<file path="src/rtl/afm_ram.sv">
// generic simple dual-port ram with registered read
module afm_ram #(
    parameter int WIDTH  = 8,
    parameter int DEPTH  = 256,
    parameter int ADDR_W = $clog2(DEPTH)
) (
    input  logic              i_clk,
    input  logic              i_we,
    input  logic [ADDR_W-1:0] i_waddr,
    input  logic [WIDTH-1:0]  i_wdata,
    input  logic [ADDR_W-1:0] i_raddr,
    output logic [WIDTH-1:0]  o_rdata
);
    logic [WIDTH-1:0] r_mem [DEPTH];

    always_ff @(posedge i_clk) begin
        if (i_we) begin
            r_mem[i_waddr] <= i_wdata;
        end
        o_rdata <= r_mem[i_raddr];
    end
endmodule

</file>
<file path="config.mk">
export PLATFORM = sky130hd
export DESIGN_NAME = afm_ram
export DESIGN_NICKNAME = d
export VERILOG_FILES = /design/src/rtl/afm_ram.sv
export SDC_FILE = /design/constraint.sdc
export NUM_CORES = 2
export LEC_CHECK = 0
export BUFFER_PORTS_ARGS = -buffer_cell sky130_fd_sc_hd__buf_2
export CORE_UTILIZATION = 55
export DETAILED_ROUTE_END_ITERATION = 8
export PLACE_DENSITY = 0.71
export SLEW_MARGIN = 15
export SYNTH_ARGS = -nofsm -noshare
export SYNTH_HDL_FRONTEND = slang
export SYNTH_SLANG_ARGS = --single-unit
</file>
<file path="constraint.sdc">
create_clock -name i_clk -period 6.5 [get_ports i_clk]
set_input_delay 0.65 -clock i_clk [delete_from_list [all_inputs] [get_ports i_clk]]
set_output_delay 0.65 -clock i_clk [all_outputs]
set_load 0.005 [all_outputs]
</file>
==> impl_metrics.json <==
{
  "start_util": 0.554,
  "area_growth_pct": 10.2,
  "core_area_um2": 143000,
  "grt_pass1_wl_mm": 272,
  "die_w_um": 382,
  "synthArstFlopShare": 0,
  "grt.busiest_layer": "met2",
  "clk_path_buf_depth": 3,
  "netlist_top_cells_area": "edfxtp_1 (77%), mux4_2 (13%), mux2i_1 (1.7%)",
  "sw_frac_of_total": 0.210,
  "dpl.cell_count": 5510,
  "gr-usage-met1": 0.372,
  "period_share": 0.561,
  "antenna_found_initial": 16,
  "dr.first_iter.drc_count": 5274,
  "vias": 39000,
  "fin_total_pwr_mw": 26.9,
  "ys_ff_latch": 2056,
  "seqPwrFrac": 0.545,
  "cp-start-kind": "input pin",
  "p_switching_mw": 5.64,
  "wl_per_cell_um": 32.2,
  "crit_path_end_kind": "flop",
  "crit_fanout": 88,
  "synthTopCellsByCount": "edfxtp_1 (2048), mux4_2 (454), nor2_1 (282)",
  "ys_warn_count": 0,
  "detail-route-antenna-nets": 0,
  "clock-sinks": 2056,
  "cts_root_buffer": "clkbuf_16",
  "slew_headroom": 0.0379,
  "rsz0062_at_grt": "no",
  "drc": 0,
  "track_usage": 0.260,
  "required_ns": 7.13,
  "via_per_inst": 6.64,
  "path_class": "input pin to flop",
  "p_leak_nw": 26.9,
  "setup_viol": 0,
  "syn-num-nets": 3759,
  "gr-usage-met2": 0.401,
  "cts_tree": "done",
  "synth_ff_type": "edfxtp_1",
  "finalCriticalPeriod_ns": 3.65,
  "finalHoldViolations": 0,
  "tightest_slew_ns": 1.43,
  "hp-class": "input pin to flop",
  "cap_violations": 0,
  "pin_count": 34,
  "syn_area_per_cell_um2": 21.3,
  "synth_cells": 3733,
  "htree_levels": 4,
  "nets": 3832,
  "grt_max_degree": 171,
  "final_cells": 5870,
  "syn_area_um2": 79600,
  "power_density_nw_per_um2": 307,
  "ys_seq_area_frac": 0.775,
  "drive_gt1_frac": 0.215,
  "grt_pass1_vias": 38300,
  "internal_power_mw": 21.2,
  "finalClockSkew_ns": 0.0307,
  "synthDistinctLibCells": 55,
  "synth_top_area_share": 0.773,
  "hpwl_mm": 112,
  "synth_edf_count": 2048,
  "vdd_drop_max_uv": 289,
  "firstDrtPassIters": 7,
  "yosysMostFrequentCell": "edfxtp_1",
  "p_clk_frac": 0.408,
  "cts_hold_buf": 0,
  "hold_slack_ns": 0.296,
  "cts_setup_buffers": 0,
  "die_h_um": 382,
  "status": "finished, final reports clean",
  "grt_overflow": 0,
  "arrival_ns": 4.27,
  "dieArea_um2": 146000,
  "routed_wl_mm": 189,
  "insertion_delay_ns": 0.81,
  "io_buffers": 33,
  "pwr-share-comb": 0.047,
  "cts_buffers": 196,
  "setup-tns-final_ns": 0,
  "gp_congestion": 0.880,
  "drv_slew": 0,
  "fmax_ghz": 0.274,
  "grt_use_met3": 0.0626,
  "num_rows": 139,
  "cts_resized": 0,
  "yosys.area.top_type": "edfxtp_1",
  "path_clk_slew_ns": 0.06
}
## worst paths after layout
check | slack (ns) | start | end | cells after the start
max | 2.85 | i_raddr[1] | o_rdata[7] | 8
min | 0.30 | i_wdata[2] | r_mem[242][2] | 1
max reg2reg | 3.56 | r_mem[43][7] | o_rdata[7] | 5
min reg2reg | 1.06 | r_mem[60][0] | o_rdata[0] | 6
## state kept, by name, indices dropped and copies added (netlist names)
signal	cells
o_rdata	8
r_mem	2048
## stage by stage
| step | setup WS [ns] | util | area (um2) |
|---|---|---|---|
| 5_1_grt | 2.91 | 0.611 | 87700 |
| 2_1_floorplan | 3.91 | - | 79600 |
| 3_5_place_dp | 2.22 | 0.568 | 81500 |
| 3_3_place_gp | 2.20 | 0.568 | 81500 |
| 4_1_cts | 3.02 | 0.611 | 87700 |
| 6_report | 2.85 | 0.611 | 87700 |
## area by class of cell
type,instances,area [um2]
diodes,3,7.51
clock buffers,259,5270
clock inverters,97,865
fillers,9690,55800
inverters,2,7.51
multi-input cells,1442,16500
flip-flops and latches,2056,61700
well taps,1903,2380
repair buffers,108,1000
## per-layer routing
metal	share of wire	vias to the layer above	wire length (um)
met2	0.48	2209	90000
met3	0.11	353	19900
met5	0.00051	-	96
met4	0.032	14	5970
met1	0.39	20600	72800
li1	-	15800	-
## cells by family after synthesis
| logic type | count (synthesis) | share of synthesized area |
|---|---|---|
| flip-flops | 2056 | 0.775 |
| multiplexers | 591 | 0.146 |
| AND/OR/NAND/NOR | 466 | 0.0263 |
| AO/OA/AOI/OAI | 385 | 0.0342 |
| buffers and inverters | 235 | 0.0183 |
## worst max-delay path, cell delays in order
cell,delay (ns)
buf_8,0.44
buf_12,0.46
nand3b_1,0.58
o22ai_1,0.18
o21ai_0,0.20
nand3_1,0.13
nor4_1,1.22
nor4_1,0.15
## power by group through the flow
stage | Sequential [mW] | Combinational, mW | Clock (mW)
after detailed placement | 14.9 | 1.26 | 0
after global routing | 14.6 | 1.32 | 11.5
after floorplan | 14.9 | 0.710 | 0
after CTS | 14.7 | 1.26 | 11.1
final | 14.7 | 1.27 | 11.0
after global placement | 14.9 | 1.24 | 0
## cells in the final DEF (no fill, tap or decap), types with 10 or more instances in the layout
cell type  count
bufinv_16     13
a22oi_1      133
nor2b_1       28
buf_12        14
clkinv_1      36
nand4_1       10
nor2_1       279
a211oi_1      16
edfxtp_1    2048
nor4_1        21
nand3_1       33
nand2_1       33
o22ai_1       28
a21oi_1       96
mux4_2       454
nor3_1        22
o21ai_0       10
buf_2         22
o221ai_1      46
clkbuf_1      55
a221oi_1      13
buf_4         61
clkbuf_16    200
o211ai_1      10
clkinv_2      35
mux2i_1      134
(Power assumes the default switching activity.)
