File: src/rtl/afm_pkg.sv
// shared types, constants and transition function of the allocation trace monitor
package afm_pkg;

    localparam int TABLE_DEPTH_DEF = 256;
    localparam int MODE_W          = 2;
    localparam int KEY_W           = 64;
    localparam int STATE_W         = 2;
    localparam int TOTAL_W         = 16;

    typedef enum logic [MODE_W-1:0] {
        MODE_ALLOC = 2'd0,
        MODE_FREE  = 2'd1,
        MODE_END   = 2'd2,
        MODE_OTHER = 2'd3
    } t_mode;

    typedef enum logic [1:0] {
        S_IDLE,
        S_SCAN,
        S_DONE
    } t_fsm;

    localparam logic [STATE_W-1:0] ST_NEW   = 2'd0;
    localparam logic [STATE_W-1:0] ST_ALLOC = 2'd1;
    localparam logic [STATE_W-1:0] ST_FREED = 2'd2;
    localparam logic [STATE_W-1:0] ST_BAD   = 2'd3;

    typedef struct packed {
        logic               violation;
        logic               wrong_event;
        logic               table_full;
        logic               trace_end;
        logic [TOTAL_W-1:0] violation_total;
        logic [STATE_W-1:0] entry_state;
    } t_result;

    typedef struct packed {
        logic [STATE_W-1:0] next;
        logic               viol;
        logic               wrong;
    } t_step;

    function automatic t_step next_step(input t_mode mode, input logic [STATE_W-1:0] cur);
        t_step s;
        s.next  = cur;
        s.viol  = 1'b0;
        s.wrong = 1'b0;
        unique case (mode)
            MODE_ALLOC: begin
                s.next = (cur == ST_NEW) ? ST_ALLOC : ST_BAD;
                s.viol = (cur != ST_NEW);
            end
            MODE_FREE: begin
                s.next = (cur == ST_NEW) ? ST_BAD : ST_FREED;
            end
            default: begin
                s.wrong = 1'b1;
            end
        endcase
        return s;
    endfunction

endpackage

File: src/rtl/afm_if.sv
// valid/ready channel interfaces for trace events and monitor results
interface afm_in_if;
    import afm_pkg::*;

    logic              valid;
    logic              ready;
    logic [MODE_W-1:0] mode;
    logic [KEY_W-1:0]  address;

    modport source (output valid, output mode, output address, input ready);
    modport sink   (input valid, input mode, input address, output ready);
endinterface

interface afm_out_if;
    import afm_pkg::*;

    logic               valid;
    logic               ready;
    logic               violation;
    logic               wrong_event;
    logic               table_full;
    logic               trace_end;
    logic [TOTAL_W-1:0] violation_total;
    logic [STATE_W-1:0] entry_state;

    modport source (output valid, output violation, output wrong_event, output table_full,
                    output trace_end, output violation_total, output entry_state,
                    input ready);
    modport sink   (input valid, input violation, input wrong_event, input table_full,
                    input trace_end, input violation_total, input entry_state,
                    output ready);
endinterface

File: src/rtl/afm_ctrl.sv
// lookup sequencer: key scan, state update, violation count and result register
module afm_ctrl #(
    parameter int TABLE_DEPTH = afm_pkg::TABLE_DEPTH_DEF,
    parameter int ADDR_W      = $clog2(TABLE_DEPTH)
) (
    input  logic                        i_clk,
    input  logic                        i_rst_n,
    afm_in_if.sink                      i_in,
    afm_out_if.source                   o_out,
    output logic                        o_key_we,
    output logic                        o_st_we,
    output logic [ADDR_W-1:0]           o_waddr,
    output logic [ADDR_W-1:0]           o_raddr,
    output logic [afm_pkg::KEY_W-1:0]   o_key_wdata,
    output logic [afm_pkg::STATE_W-1:0] o_st_wdata,
    input  logic [afm_pkg::KEY_W-1:0]   i_key_rdata,
    input  logic [afm_pkg::STATE_W-1:0] i_st_rdata
);
    import afm_pkg::*;

    localparam int CNT_W = $clog2(TABLE_DEPTH + 1);

    t_fsm               r_state, n_state;
    t_mode              r_mode, n_mode;
    logic [KEY_W-1:0]   r_key, n_key;
    logic [CNT_W-1:0]   r_fill, n_fill;
    logic [TOTAL_W-1:0] r_total, n_total;
    logic [CNT_W-1:0]   r_issue, n_issue;
    logic               r_pend, n_pend;
    logic [ADDR_W-1:0]  r_pend_idx, n_pend_idx;
    t_result            r_res, n_res;
    logic               r_out_valid, n_out_valid;
    t_result            r_out, n_out;

    logic               hit;
    logic               miss;
    logic               room;
    logic [STATE_W-1:0] cur;
    t_step              step;

    always_ff @(posedge i_clk) begin
        if (!i_rst_n) begin
            r_state     <= S_IDLE;
            r_fill      <= '0;
            r_total     <= '0;
            r_pend      <= 1'b0;
            r_out_valid <= 1'b0;
        end else begin
            r_state     <= n_state;
            r_fill      <= n_fill;
            r_total     <= n_total;
            r_pend      <= n_pend;
            r_out_valid <= n_out_valid;
        end
        r_mode     <= n_mode;
        r_key      <= n_key;
        r_issue    <= n_issue;
        r_pend_idx <= n_pend_idx;
        r_res      <= n_res;
        r_out      <= n_out;
    end

    // read data of the previous cycle belongs to r_pend_idx
    assign hit  = r_pend && (i_key_rdata == r_key);
    assign miss = !r_pend && (r_issue >= r_fill);
    assign room = r_fill < CNT_W'(TABLE_DEPTH);
    assign cur  = hit ? i_st_rdata : ST_NEW;
    assign step = next_step(r_mode, cur);

    always_comb begin
        n_state     = r_state;
        n_mode      = r_mode;
        n_key       = r_key;
        n_fill      = r_fill;
        n_total     = r_total;
        n_issue     = r_issue;
        n_pend      = r_pend;
        n_pend_idx  = r_pend_idx;
        n_res       = r_res;
        n_out       = r_out;
        n_out_valid = r_out_valid;
        o_key_we    = 1'b0;
        o_st_we     = 1'b0;
        o_waddr     = r_pend_idx;
        o_raddr     = r_issue[ADDR_W-1:0];
        o_key_wdata = r_key;
        o_st_wdata  = step.next;
        i_in.ready  = (r_state == S_IDLE);

        if (r_out_valid && o_out.ready) begin
            n_out_valid = 1'b0;
        end

        unique case (r_state)
            S_IDLE: begin
                if (i_in.valid) begin
                    n_mode  = t_mode'(i_in.mode);
                    n_key   = i_in.address;
                    n_issue = '0;
                    n_pend  = 1'b0;
                    if (t_mode'(i_in.mode) == MODE_END) begin
                        n_res                 = '0;
                        n_res.trace_end       = 1'b1;
                        n_res.violation_total = r_total;
                        n_fill                = '0;
                        n_total               = '0;
                        n_state               = S_DONE;
                    end else begin
                        n_state = S_SCAN;
                    end
                end
            end
            S_SCAN: begin
                if (hit || miss) begin
                    if (hit) begin
                        o_st_we = 1'b1;
                    end else if (room) begin
                        // new address goes to the next free entry
                        o_key_we = 1'b1;
                        o_st_we  = 1'b1;
                        o_waddr  = r_fill[ADDR_W-1:0];
                        n_fill   = r_fill + CNT_W'(1);
                    end
                    if (step.viol && (r_total != '1)) begin
                        n_total = r_total + TOTAL_W'(1);
                    end
                    n_res.violation       = step.viol;
                    n_res.wrong_event     = step.wrong;
                    n_res.table_full      = miss && !room;
                    n_res.trace_end       = 1'b0;
                    n_res.violation_total = n_total;
                    n_res.entry_state     = step.next;
                    n_pend                = 1'b0;
                    n_state               = S_DONE;
                end else if (r_issue < r_fill) begin
                    n_issue    = r_issue + CNT_W'(1);
                    n_pend     = 1'b1;
                    n_pend_idx = r_issue[ADDR_W-1:0];
                end else begin
                    n_pend = 1'b0;
                end
            end
            S_DONE: begin
                if (!r_out_valid || o_out.ready) begin
                    n_out       = r_res;
                    n_out_valid = 1'b1;
                    n_state     = S_IDLE;
                end
            end
            default: begin
                n_state = S_IDLE;
            end
        endcase
    end

    assign o_out.valid           = r_out_valid;
    assign o_out.violation       = r_out.violation;
    assign o_out.wrong_event     = r_out.wrong_event;
    assign o_out.table_full      = r_out.table_full;
    assign o_out.trace_end       = r_out.trace_end;
    assign o_out.violation_total = r_out.violation_total;
    assign o_out.entry_state     = r_out.entry_state;

    a_fill_bound: assert property (@(posedge i_clk) disable iff (!i_rst_n)
        r_fill <= CNT_W'(TABLE_DEPTH))
        else $error("fill count beyond table depth");

    a_write_in_scan: assert property (@(posedge i_clk) disable iff (!i_rst_n)
        (o_key_we || o_st_we) |-> (r_state == S_SCAN))
        else $error("table write outside scan");

    a_key_write_on_miss: assert property (@(posedge i_clk) disable iff (!i_rst_n)
        o_key_we |-> (o_st_we && !r_pend && (o_waddr == r_fill[ADDR_W-1:0])))
        else $error("key written without a miss at fill position");

    a_end_clears: assert property (@(posedge i_clk) disable iff (!i_rst_n)
        (r_state == S_IDLE && i_in.valid && t_mode'(i_in.mode) == MODE_END)
        |=> (r_fill == '0 && r_total == '0 && r_state == S_DONE))
        else $error("end of trace did not clear table and count");
endmodule

File: src/flat_wrapper.sv
// flat-port wrapper written by rule: the top's interface ports become plain ports
module afm_ctrl_flat import afm_pkg::*;
#(
    parameter int TABLE_DEPTH = afm_pkg::TABLE_DEPTH_DEF,
    parameter int ADDR_W      = $clog2(TABLE_DEPTH)
)
  (i_clk, i_rst_n, o_key_we, o_st_we, o_waddr, o_raddr, o_key_wdata, o_st_wdata, i_key_rdata, i_st_rdata, i_in_valid, i_in_mode, i_in_address, i_in_ready, o_out_valid, o_out_violation, o_out_wrong_event, o_out_table_full, o_out_trace_end, o_out_violation_total, o_out_entry_state, o_out_ready);
  afm_in_if i_in_i ();
  afm_out_if o_out_i ();
  input  logic i_clk;
  input  logic i_rst_n;
  output logic o_key_we;
  output logic o_st_we;
  output logic [ADDR_W-1:0] o_waddr;
  output logic [ADDR_W-1:0] o_raddr;
  output logic [afm_pkg::KEY_W-1:0] o_key_wdata;
  output logic [afm_pkg::STATE_W-1:0] o_st_wdata;
  input  logic [afm_pkg::KEY_W-1:0] i_key_rdata;
  input  logic [afm_pkg::STATE_W-1:0] i_st_rdata;
  input wire logic [$bits(i_in_i.valid)-1:0] i_in_valid;
  input wire logic [$bits(i_in_i.mode)-1:0] i_in_mode;
  input wire logic [$bits(i_in_i.address)-1:0] i_in_address;
  output wire logic [$bits(i_in_i.ready)-1:0] i_in_ready;
  output wire logic [$bits(o_out_i.valid)-1:0] o_out_valid;
  output wire logic [$bits(o_out_i.violation)-1:0] o_out_violation;
  output wire logic [$bits(o_out_i.wrong_event)-1:0] o_out_wrong_event;
  output wire logic [$bits(o_out_i.table_full)-1:0] o_out_table_full;
  output wire logic [$bits(o_out_i.trace_end)-1:0] o_out_trace_end;
  output wire logic [$bits(o_out_i.violation_total)-1:0] o_out_violation_total;
  output wire logic [$bits(o_out_i.entry_state)-1:0] o_out_entry_state;
  input wire logic [$bits(o_out_i.ready)-1:0] o_out_ready;
  assign i_in_i.valid = i_in_valid;
  assign i_in_i.mode = i_in_mode;
  assign i_in_i.address = i_in_address;
  assign i_in_ready = i_in_i.ready;
  assign o_out_valid = o_out_i.valid;
  assign o_out_violation = o_out_i.violation;
  assign o_out_wrong_event = o_out_i.wrong_event;
  assign o_out_table_full = o_out_i.table_full;
  assign o_out_trace_end = o_out_i.trace_end;
  assign o_out_violation_total = o_out_i.violation_total;
  assign o_out_entry_state = o_out_i.entry_state;
  assign o_out_i.ready = o_out_ready;
  afm_ctrl #(.TABLE_DEPTH(TABLE_DEPTH), .ADDR_W(ADDR_W)) u_core (.i_clk(i_clk), .i_rst_n(i_rst_n), .i_in(i_in_i), .o_out(o_out_i), .o_key_we(o_key_we), .o_st_we(o_st_we), .o_waddr(o_waddr), .o_raddr(o_raddr), .o_key_wdata(o_key_wdata), .o_st_wdata(o_st_wdata), .i_key_rdata(i_key_rdata), .i_st_rdata(i_st_rdata));
endmodule
File: config.mk
export PLATFORM = sky130hd
export DESIGN_NAME = afm_ctrl_flat
export DESIGN_NICKNAME = d
export VERILOG_FILES = /design/src/rtl/afm_pkg.sv /design/src/rtl/afm_if.sv /design/src/rtl/afm_ctrl.sv /design/src/flat_wrapper.sv
export SDC_FILE = /design/constraint.sdc
export NUM_CORES = 1
export LEC_CHECK = 0
export ABC_AREA = 1
export BUFFER_PORTS_ARGS = -buffer_cell sky130_fd_sc_hd__buf_2
export CORE_MARGIN = 10
export CORE_UTILIZATION = 56
export CTS_CLUSTER_SIZE = 12
export DETAILED_ROUTE_END_ITERATION = 6
export PLACE_DENSITY = 0.86
export SETUP_SLACK_MARGIN = 0.1
export SYNTH_ARGS = -nofsm -noshare
export SYNTH_HDL_FRONTEND = slang
export SYNTH_SLANG_ARGS = --single-unit
File: constraint.sdc
create_clock -name i_clk -period 9.2 [get_ports i_clk]
set_input_delay 0.46 -clock i_clk [delete_from_list [all_inputs] [get_ports i_clk]]
set_output_delay 0.46 -clock i_clk [all_outputs]
set_load 0.005 [all_outputs]
==> flow_summary.yaml, run 1 <==
clock_network:
  cts_resized: 0
  clock_path_buffers: 2
  cts_buffers: 17
  cts_htree_levels: 4
  cts_tree: "built"
  ctsHoldBuffers: 0
  cts_setup_buffers: 0
  clkTransAtPathRegs_ns: 0.07
  cts-root-buf: "clkbuf_16"
  clk_latency_ns: 0.43
  cts.sinks: 156
critical_path:
  cp-end-kind: "output port"
  critPathRequiredTime_ns: 8.74
  cp_slowest_stage_delay_ns: 0.48
  path_cells: "ha_1 > nand2_1 > nor2_1 > nand3_1 > nor2_1 > nand2_1 > nand4_1 > nand2_1 > inv_1 > nand4_1 > inv_1 > nand2_1 > o21a_1 > buf_2"
  critPathTopFamily: "simple AND/OR/NAND/NOR gates"
  worstSetupStartpointType: "flop"
  path_common_cell: "nand2_1"
  worst-path-max-fanout: 15
  criticalPathCategory: "flop to output port"
  slowest_stage: "edfxtp_1"
  critPathArrivalTime_ns: 2.96
  path_buf_inv: 3
floorplan:
  die_w_um: 140
  ios: 244
  start_util_pct: 57.5
  die_area_um2: 19500
  core_area_um2: 13900
  num_rows: 43
  fp.dieH_um: 140
global_routing:
  overflow: 0
  track_usage_pct: 24.3
  grt_start_max_net_pins: 67
  grt_pass1_vias: 7156
  antenna_found_initial: 6
  grt_pass1_wl_um: 37700
finish:
  area.growth.synth_to_final_pct: 23.7
  drive_gt1_share_pct: 27.0
  fillers: 1076
  nets: 1287
timing:
  slew_violations: 0
  period_needed_ns: 3.42
  finalHoldViolations: 0
  tightest_slew_ns: 1.14
  whs_ns: 0.201
  max_slew_margin_pct: 23.8
  skew_ns: 0.00885
  setup_viol: 0
  clock.fmax_ghz: 0.293
  rsz0062_at_grt: "false"
  setup_tns_ns: 0
  fin_crit_sh_pct: 37.1
synthesis:
  synth-seq-cells: 156
  yosys.area.top_type_share_pct: 47.6
  syn_avg_cell_area_um2: 8.90
  synth-seq-area-share_pct: 54.8
  async_flop_share_pct: 0
  synth_area_leader_cell: "edfxtp_1"
  synth_edf_count: 127
  ys.flop_type: "edfxtp_1"
  yosysUniqueCellTypes: 45
  yosysWarningCount: 0
  synthCells: 901
  syn_area_um2: 8020
  syn_nets: 1049
  ys_top_cells_by_area: "edfxtp_1, nand2_1, dfxtp_1, inv_1, nor2_1"
run:
  cap_violations: 0
placed_design:
  place_congestion: 0.939
  port_buffers: 243
  hpwl_um: 19100
detailed_routing:
  antenna_left: 0
  wl_um: 24500
  first_iter_violations: 766
  viasPerCell: 5.44
  num_vias: 7282
  drc_errors: 0
  drt_pass1_iterations: 5
  wl_per_cell_um: 18.3
power_and_ir_drop:
  powerDensity_nw_per_um2: 194
  ir_drop_v: 0.000156
  power_leakage_nw: 4.60
outcome:
  outcome: "complete, no violations"
min_path:
  hp-class: "primary input to flop"
[where the power goes]
part | total [mW] | switching, mW | internal, mW
sequential | 0.908 | 0.0527 | 0.856
combinational | 0.327 | 0.210 | 0.117
clock | 0.692 | 0.309 | 0.382
total | 1.93 | 0.572 | 1.35
[Yosys cell counts (3+ instances only)]
library cell    n
nand2_1       210
inv_1         142
edfxtp_1      127
nor2_1         99
nand3_1        40
a21oi_1        32
nand4_1        31
o21ai_0        31
dfxtp_1        29
o21ai_1        20
nor3_1         17
xnor2_1        17
buf_4          13
ha_1           12
xor2_1         10
nand4_2         8
buf_2           7
clkbuf_1        6
nand3_2         6
or2_2           6
nand3b_1        5
nor4_1          4
or2_1           3
[cells in the final DEF (no fill, tap or decap), types with 10 or more instances in the layout]
cell       instances
nor2_1            95
o21ai_1           20
nor3_1            17
edfxtp_1         127
nand2_1          210
nand4_1           31
xnor2_1           17
a21oi_1           32
xor2_1            10
inv_1            142
nand3_1           40
o21ai_0           31
dfxtp_1           29
ha_1              12
clkbuf_16         17
buf_2            243
[routing by layer]
layer / wire [um] / up-vias / global-route usage, % / share of wire, %
met5: 13 / - / 0 / 0.053
met4: 685 / 2 / 9.67 / 2.8
met3: 2280 / 56 / 7.83 / 9.3
met2: 11900 / 351 / 39.5 / 49
met1: 9630 / 3409 / 29.2 / 39
li1: - / 3464 / - / -
[final cells by class]
type	count	area (um2)	share of cell area, %
Clock inverter	15	153	1.54
Tap cell	180	225	2.27
Sequential cell	156	4390	44.3
Clock buffer	17	425	4.29
Multi-Input combinational cell	572	2910	29.3
Inverter	145	547	5.51
Antenna cell	6	15.0	0.151
Timing Repair Buffer	247	1250	12.6
[worst reg2reg max path: cells and delay by family (launching register included)]
kind,cells,cell delay (ns)
AO/OA/AOI/OAI,1,0.14
XOR/XNOR,1,0.51
buffers and inverters,2,0.64
AND/OR/NAND/NOR,9,1.16
flip-flops,1,0.40
[per-stage QoR]
step | area, um2 | worst slack, ns | utilization, % | total power [mW] | std cells
3_5_place_dp | 9320 | 6.23 | 66.9 | 1.24 | 1300
5_1_grt | 9910 | 5.46 | 71.1 | 2.01 | 1337
6_report | 9910 | 5.78 | 71.2 | 1.93 | 1338
3_3_place_gp | 9320 | 6.28 | 66.9 | 1.23 | 1300
4_1_cts | 9900 | 5.80 | 71.0 | 1.93 | 1332
2_1_floorplan | 8020 | 5.34 | - | 1.10 | 901
[logic make-up after synthesis]
group	Yosys count	synth area share [%]
XOR/XNOR	27	2.95
AND/OR/NAND/NOR	439	25.1
buffers and inverters	173	9.08
AO/OA/AOI/OAI	94	6.23
flip-flops	156	54.8
adder cells (fa/ha/maj)	12	1.87
[final timing paths]
| path | start | end | slack, ns | depth (start not counted) |
|---|---|---|---|---|
| worst min register to register | u_core.r_res[13]$_DFFE_PP_ | u_core.o_out.violation_total[11]$_DFFE_PP_ | 0.42 | 0 |
| worst max-delay path | u_core.r_issue[2]$_SDFFCE_PN0P_ | o_waddr[0] | 5.78 | 14 |
| worst max register to register | u_core.o_key_wdata[48]$_DFFE_PP_ | u_core.r_fill[6]$_SDFFE_PN0P_ | 6.29 | 13 |
| worst min-delay path | i_in_address[23] | u_core.o_key_wdata[23]$_DFFE_PP_ | 0.20 | 1 |
[state kept, by name (all words and copies together), names as in the netlist]
signal / cells
u_core.o_out.trace_end: 1
u_core.o_out.entry_state: 2
u_core.o_out.table_full: 1
u_core.r_issue: 9
u_core.r_pend: 1
u_core.r_total: 16
u_core.r_fill: 9
u_core.r_mode: 2
u_core.o_out.valid: 1
u_core.r_pend_idx: 8
u_core.r_res: 22
u_core.o_out.violation: 1
u_core.o_out.wrong_event: 1
u_core.r_state: 2
u_core.o_out.violation_total: 16
u_core.o_key_wdata: 64
(Power assumes the default switching activity.)
==> inputs of run 2 (changes only) <==
- CORE_UTILIZATION: 56 -> 47
- PLACE_DENSITY: 0.86 -> 0.77
- clock period: 9.2 -> 2.74 ns (I/O delays scaled with it)
==> flow_summary.yaml, run 2 (synthesis gave the netlist of run 1 again) <==
critical_path:
  criticalPathCategory: "flop to output port"
  critPathArrivalTime_ns: 2.62
  worst-path-max-fanout: 8
  critPathRequiredTime_ns: 2.60
  worstSetupStartpointType: "flop"
  cp-end-kind: "output port"
  reg2reg_slack_ns: 0.29
power_and_ir_drop:
  ir_drop_v: 0.000427
  power_leakage_nw: 5.13
  powerDensity_nw_per_um2: 603
  p_comb_share_pct: 19.7
  power.share.sequential_pct: 45.4
  p_int_mw: 4.71
  clkPwrFrac_pct: 34.9
  switching_power_mw: 2.01
  switching_share_pct: 30.0
detailed_routing:
  wl_um: 26700
  num_vias: 7578
  wl_per_cell_um: 18.1
  viasPerCell: 5.14
  drc_errors: 0
  drt_pass1_iterations: 5
  first_iter_violations: 713
  antenna_left: 0
floorplan:
  die_w_um: 151
  start_util_pct: 48.2
  die_area_um2: 22700
  core_area_um2: 16600
  fp.dieH_um: 151
  num_rows: 47
  ios: 244
placed_design:
  place_congestion: 0.904
  port_buffers: 243
  dp_cells: 1349
  place_ws_ns: 0.318
  hpwl_um: 19300
  place_area_um2: 9480
clock_network:
  cts_tree: "built"
  cts-root-buf: "clkbuf_16"
  cts_htree_levels: 4
  clkTransAtPathRegs_ns: 0.07
  cts.sinks: 156
  clock_path_buffers: 2
  clk_latency_ns: 0.43
  cts_buffers: 17
min_path:
  hp-class: "primary input to flop"
finish:
  nets: 1384
  final_cell_area_um2: 11100
  largest_reg_flops: 64
  mostFrequentLayoutCell: "buf_2"
  drive_gt1_share_pct: 30.6
  fin_cells: 1475
  area.growth.synth_to_final_pct: 39.0
  layout_common_cells: "buf_2, nand2_1, inv_1, edfxtp_1, nor2_1"
timing:
  finalHoldViolations: 0
  worst_slack_ns: -0.0128
  fin_crit_sh_pct: 100
  period_needed_ns: 2.75
  clock.fmax_ghz: 0.363
  max_slew_margin_pct: 57.6
  setup_tns_ns: -0.0217
  whs_ns: 0.0244
  slew_violations: 0
  skew_ns: 0.00920
  tightest_slew_ns: 0.635
  setup_viol: 2
  rsz0062_at_grt: "true"
global_routing:
  track_usage_pct: 22.5
  grt_pass1_vias: 7415
  grt_start_max_net_pins: 67
  grt_pass1_wl_um: 39500
  overflow: 0
  antenna_found_initial: 5
outcome:
  outcome: "complete, but fails checks"
  violations: "setup timing"
run:
  cap_violations: 0
run 2: cell types whose count changed in the layout (fill, tap and decap cells not counted), moves of 5 or more:
cell	before	now
xnor2_1	17	7
inv_6	8	3
nand2_2	1	8
xnor2_2	0	10
nor2_2	5	11
o21ai_0	31	24
dlygate4sd3_1	0	66
nor2_1	95	87
o21ai_1	20	25
nand2_1	210	203
dfxtp_2	0	5
dfxtp_1	29	24
buf_4	4	29
run 2: what timing repair did:
action / 4_1_cts / 5_1_grt
endpoints found under the hold margin: 66 / 0
pin swaps: 2 / 24
endpoints found under the setup margin: 9 / 31
buffers inserted: 4 / 16
hold buffers: 66 / 0
resized for setup: 21 / 38
cloned: 2 / 0
run 2: final timing paths:
path / endpoint / from / cells after the start
worst max-delay path: o_waddr[0] / u_core.r_issue[3]$_SDFFCE_PN0P_ / 15
worst min-delay path: u_core.o_out.valid$_SDFF_PN0_ / o_out_ready / 4
worst max register to register: u_core.r_total[3]$_SDFFE_PN0P_ / u_core.r_issue[6]$_SDFFCE_PN0P_ / 13
worst min register to register: u_core.o_out.violation_total[2]$_DFFE_PP_ / u_core.r_res[4]$_DFFE_PP_ / 0
run 2: cell type report:
class,instances,area [um2]
Sequential cell,156,4400
Timing Repair Buffer,344,2220
Tap cell,220,275
Inverter,145,549
Clock inverter,15,154
Clock buffer,17,425
Multi-Input combinational cell,572,3110
Antenna cell,6,15.0
Fill cell,1322,5500
run 2: per-stage QoR:
stage	total power, mW	utilization, %
after floorplan	3.70	-
after global placement	4.17	56.9
after detailed placement	4.21	56.9
after CTS	6.66	65.3
after global routing	6.99	66.9
final	6.72	67.0
run 2: layer usage:
metal  share of wire [%]  routed length [um]  track usage, %
met4                 2.7                 714            7.36
met5                   0                   0               0
met2                  50               13400            38.1
met1                  39               10300            26.9
met3                 8.7                2310            6.78
run 2: worst max-delay path, stage by stage, from the launching register on:
cell and delay, ns:
edfxtp_1 0.45, ha_1 0.31, nand2_1 0.07, nor2_2 0.15
nand3_1 0.09, nor2_1 0.11, nand2_1 0.06, nand4_1 0.12
nand2_2 0.10, inv_2 0.05, nand4_1 0.17, buf_6 0.23
inv_4 0.06, nand2_2 0.04, o21a_1 0.09, buf_2 0.12
run 2: power groups by stage:
stage / clock (mW) / combinational [mW] / sequential [mW]
global placement: 0 / 1.09 / 3.08
floorplan: 0 / 0.641 / 3.06
detailed placement: 0 / 1.12 / 3.09
CTS: 2.38 / 1.24 / 3.04
finish: 2.35 / 1.32 / 3.05
global route: 2.46 / 1.45 / 3.07
==> inputs of run 3 (changes only) <==
- BUFFER_PORTS_ARGS: -buffer_cell sky130_fd_sc_hd__buf_2 -> default
- CORE_UTILIZATION: 47 -> 58
- DONT_BUFFER_PORTS: default -> 1
- PLACE_DENSITY: 0.77 -> 0.76
==> flow_summary.yaml, run 3 (synthesis gave the netlist of run 1 again) <==
timing:
  fin_crit_sh_pct: 95.7
  rsz0062_at_grt: "true"
  skew_ns: 0.00845
  slew_violations: 0
  tightest_slew_ns: 0.832
  clock.fmax_ghz: 0.381
  setup_viol: 0
  period_needed_ns: 2.62
  finalHoldViolations: 0
  max_slew_margin_pct: 44.4
finish:
  drive_gt1_share_pct: 13.6
  layout_common_cells: "nand2_1, inv_1, edfxtp_1, nor2_1, dlygate4sd3_1"
  antennaDiodeCount: 0
  largest_reg_flops: 64
  final_cell_area_um2: 9870
  seqCellArea_um2: 4400
  mostFrequentLayoutCell: "nand2_1"
  fillers: 938
  fin_util_pct: 73.6
  multiInputGateArea_um2: 3170
  area.growth.synth_to_final_pct: 23.1
  nets: 1133
placed_design:
  hpwl_um: 17100
  port_buffers: 0
  place_area_um2: 8230
  place_congestion: 0.949
power_and_ir_drop:
  finalPower_mw: 6.44
  p_comb_share_pct: 16.3
  powerDensity_nw_per_um2: 653
  power.share.sequential_pct: 48.0
  switching_power_mw: 1.79
  switching_share_pct: 27.8
  ir_drop_v: 0.000531
  clkPwrFrac_pct: 35.7
  power_leakage_nw: 4.11
  p_int_mw: 4.65
detailed_routing:
  num_vias: 6624
  wl_um: 24100
  drt_pass1_iterations: 6
  wl_per_cell_um: 20.5
  viasPerCell: 5.64
  antenna_left: 0
  drc_errors: 0
  first_iter_violations: 579
critical_path:
  critPathArrivalTime_ns: 2.49
  worst-path-max-fanout: 4
  slowest_stage: "edfxtp_1"
  criticalPathCategory: "flop to output port"
  cp-end-kind: "output port"
  critPathRequiredTime_ns: 2.60
  cp_slowest_stage_delay_ns: 0.50
  worstSetupStartpointType: "flop"
  path_cells: "ha_4 > nand2_4 > nor2_4 > nand3_2 > nor2_1 > nand2_1 > nand4_1 > nand2_2 > inv_2 > nand4_1 > inv_2 > nand2_2 > o21a_1"
clock_network:
  cts-root-buf: "clkbuf_16"
  clk_latency_ns: 0.42
  cts_tree: "built"
  cts_buffers: 17
  cts.sinks: 156
  clkTransAtPathRegs_ns: 0.06
  cts_htree_levels: 4
  clock_path_buffers: 2
min_path:
  hp-class: "primary input to flop"
global_routing:
  grt_pass1_wl_um: 35100
  overflow: 0
  antenna_found_initial: 0
  grt_start_max_net_pins: 45
  grt_pass1_vias: 6294
  track_usage_pct: 24.5
floorplan:
  num_rows: 42
  die_area_um2: 18900
  fp.dieH_um: 138
  die_w_um: 138
  start_util_pct: 59.8
  core_area_um2: 13400
  ios: 244
outcome:
  outcome: "complete, no violations"
run:
  cap_violations: 0
[run 3: final timing paths]
check	start	to	slack [ns]	depth (start not counted)
max	u_core.r_issue[3]$_SDFFCE_PN0P_	o_waddr[0]	0.12	13
min	i_st_rdata[1]	u_core.r_res[1]$_SDFFCE_PN0P_	0.03	2
max reg2reg	u_core.o_key_wdata[59]$_DFFE_PP_	u_core.r_res[15]$_DFFE_PP_	0.24	14
min reg2reg	u_core.r_res[1]$_SDFFCE_PN0P_	u_core.o_out.entry_state[1]$_DFFE_PP_	0.42	0
[run 3: worst max-delay path, delay by kind of cell (launching register included)]
kind | cells | cell delay, ns
and+or+nand+nor | 9 | 0.87
DFF | 1 | 0.50
adders and majority gates | 1 | 0.33
buffers and inverters | 2 | 0.24
AOI/OAI and AO/OA | 1 | 0.12
[run 3: area by class of cell]
cell class	instances	share of cell area [%]
Sequential cell	156	44.6
Tap cell	176	2.23
Timing Repair Buffer	93	9.59
Clock buffer	21	4.67
Clock inverter	11	1.20
Multi-Input combinational cell	572	32.1
Inverter	145	5.59
[run 3: power groups by stage]
stage	Clock (mW)	Sequential (mW)	Combinational, mW
2_1_floorplan	0	3.06	0.641
3_3_place_gp	0	3.13	0.823
3_5_place_dp	0	3.13	0.842
4_1_cts	2.33	3.09	0.953
5_1_grt	2.43	3.12	1.16
6_report	2.30	3.10	1.05
[run 3: timing repair]
item                                    CTS  global route
endpoints found under the setup margin    9            43
setup buffers                             0             5
gates cloned                              1             1
resized for setup                        22            52
hold endpoints to repair                 95             0
pin swaps                                 0            15
hold buffers                             68             0
[run 3: routing by layer]
metal	vias to the layer above	track usage, %	wire, um
met5	-	0	0
met4	0	6.97	503
met3	49	10.4	3170
met2	354	39.6	11600
met1	3078	29.1	8840
li1	3143	-	-
[run 3: through the flow]
step                TNS [ns]  hold slack (ns)  worst slack (ns)  instances
detailed placement         0            0.236             0.231       1067
global route          -0.138           0.0111           -0.0384       1174
global placement           0            0.236             0.271       1067
finish                     0           0.0333             0.118       1174
CTS                        0           0.0163            0.0952       1168
floorplan                  0            0.236             0.371        901
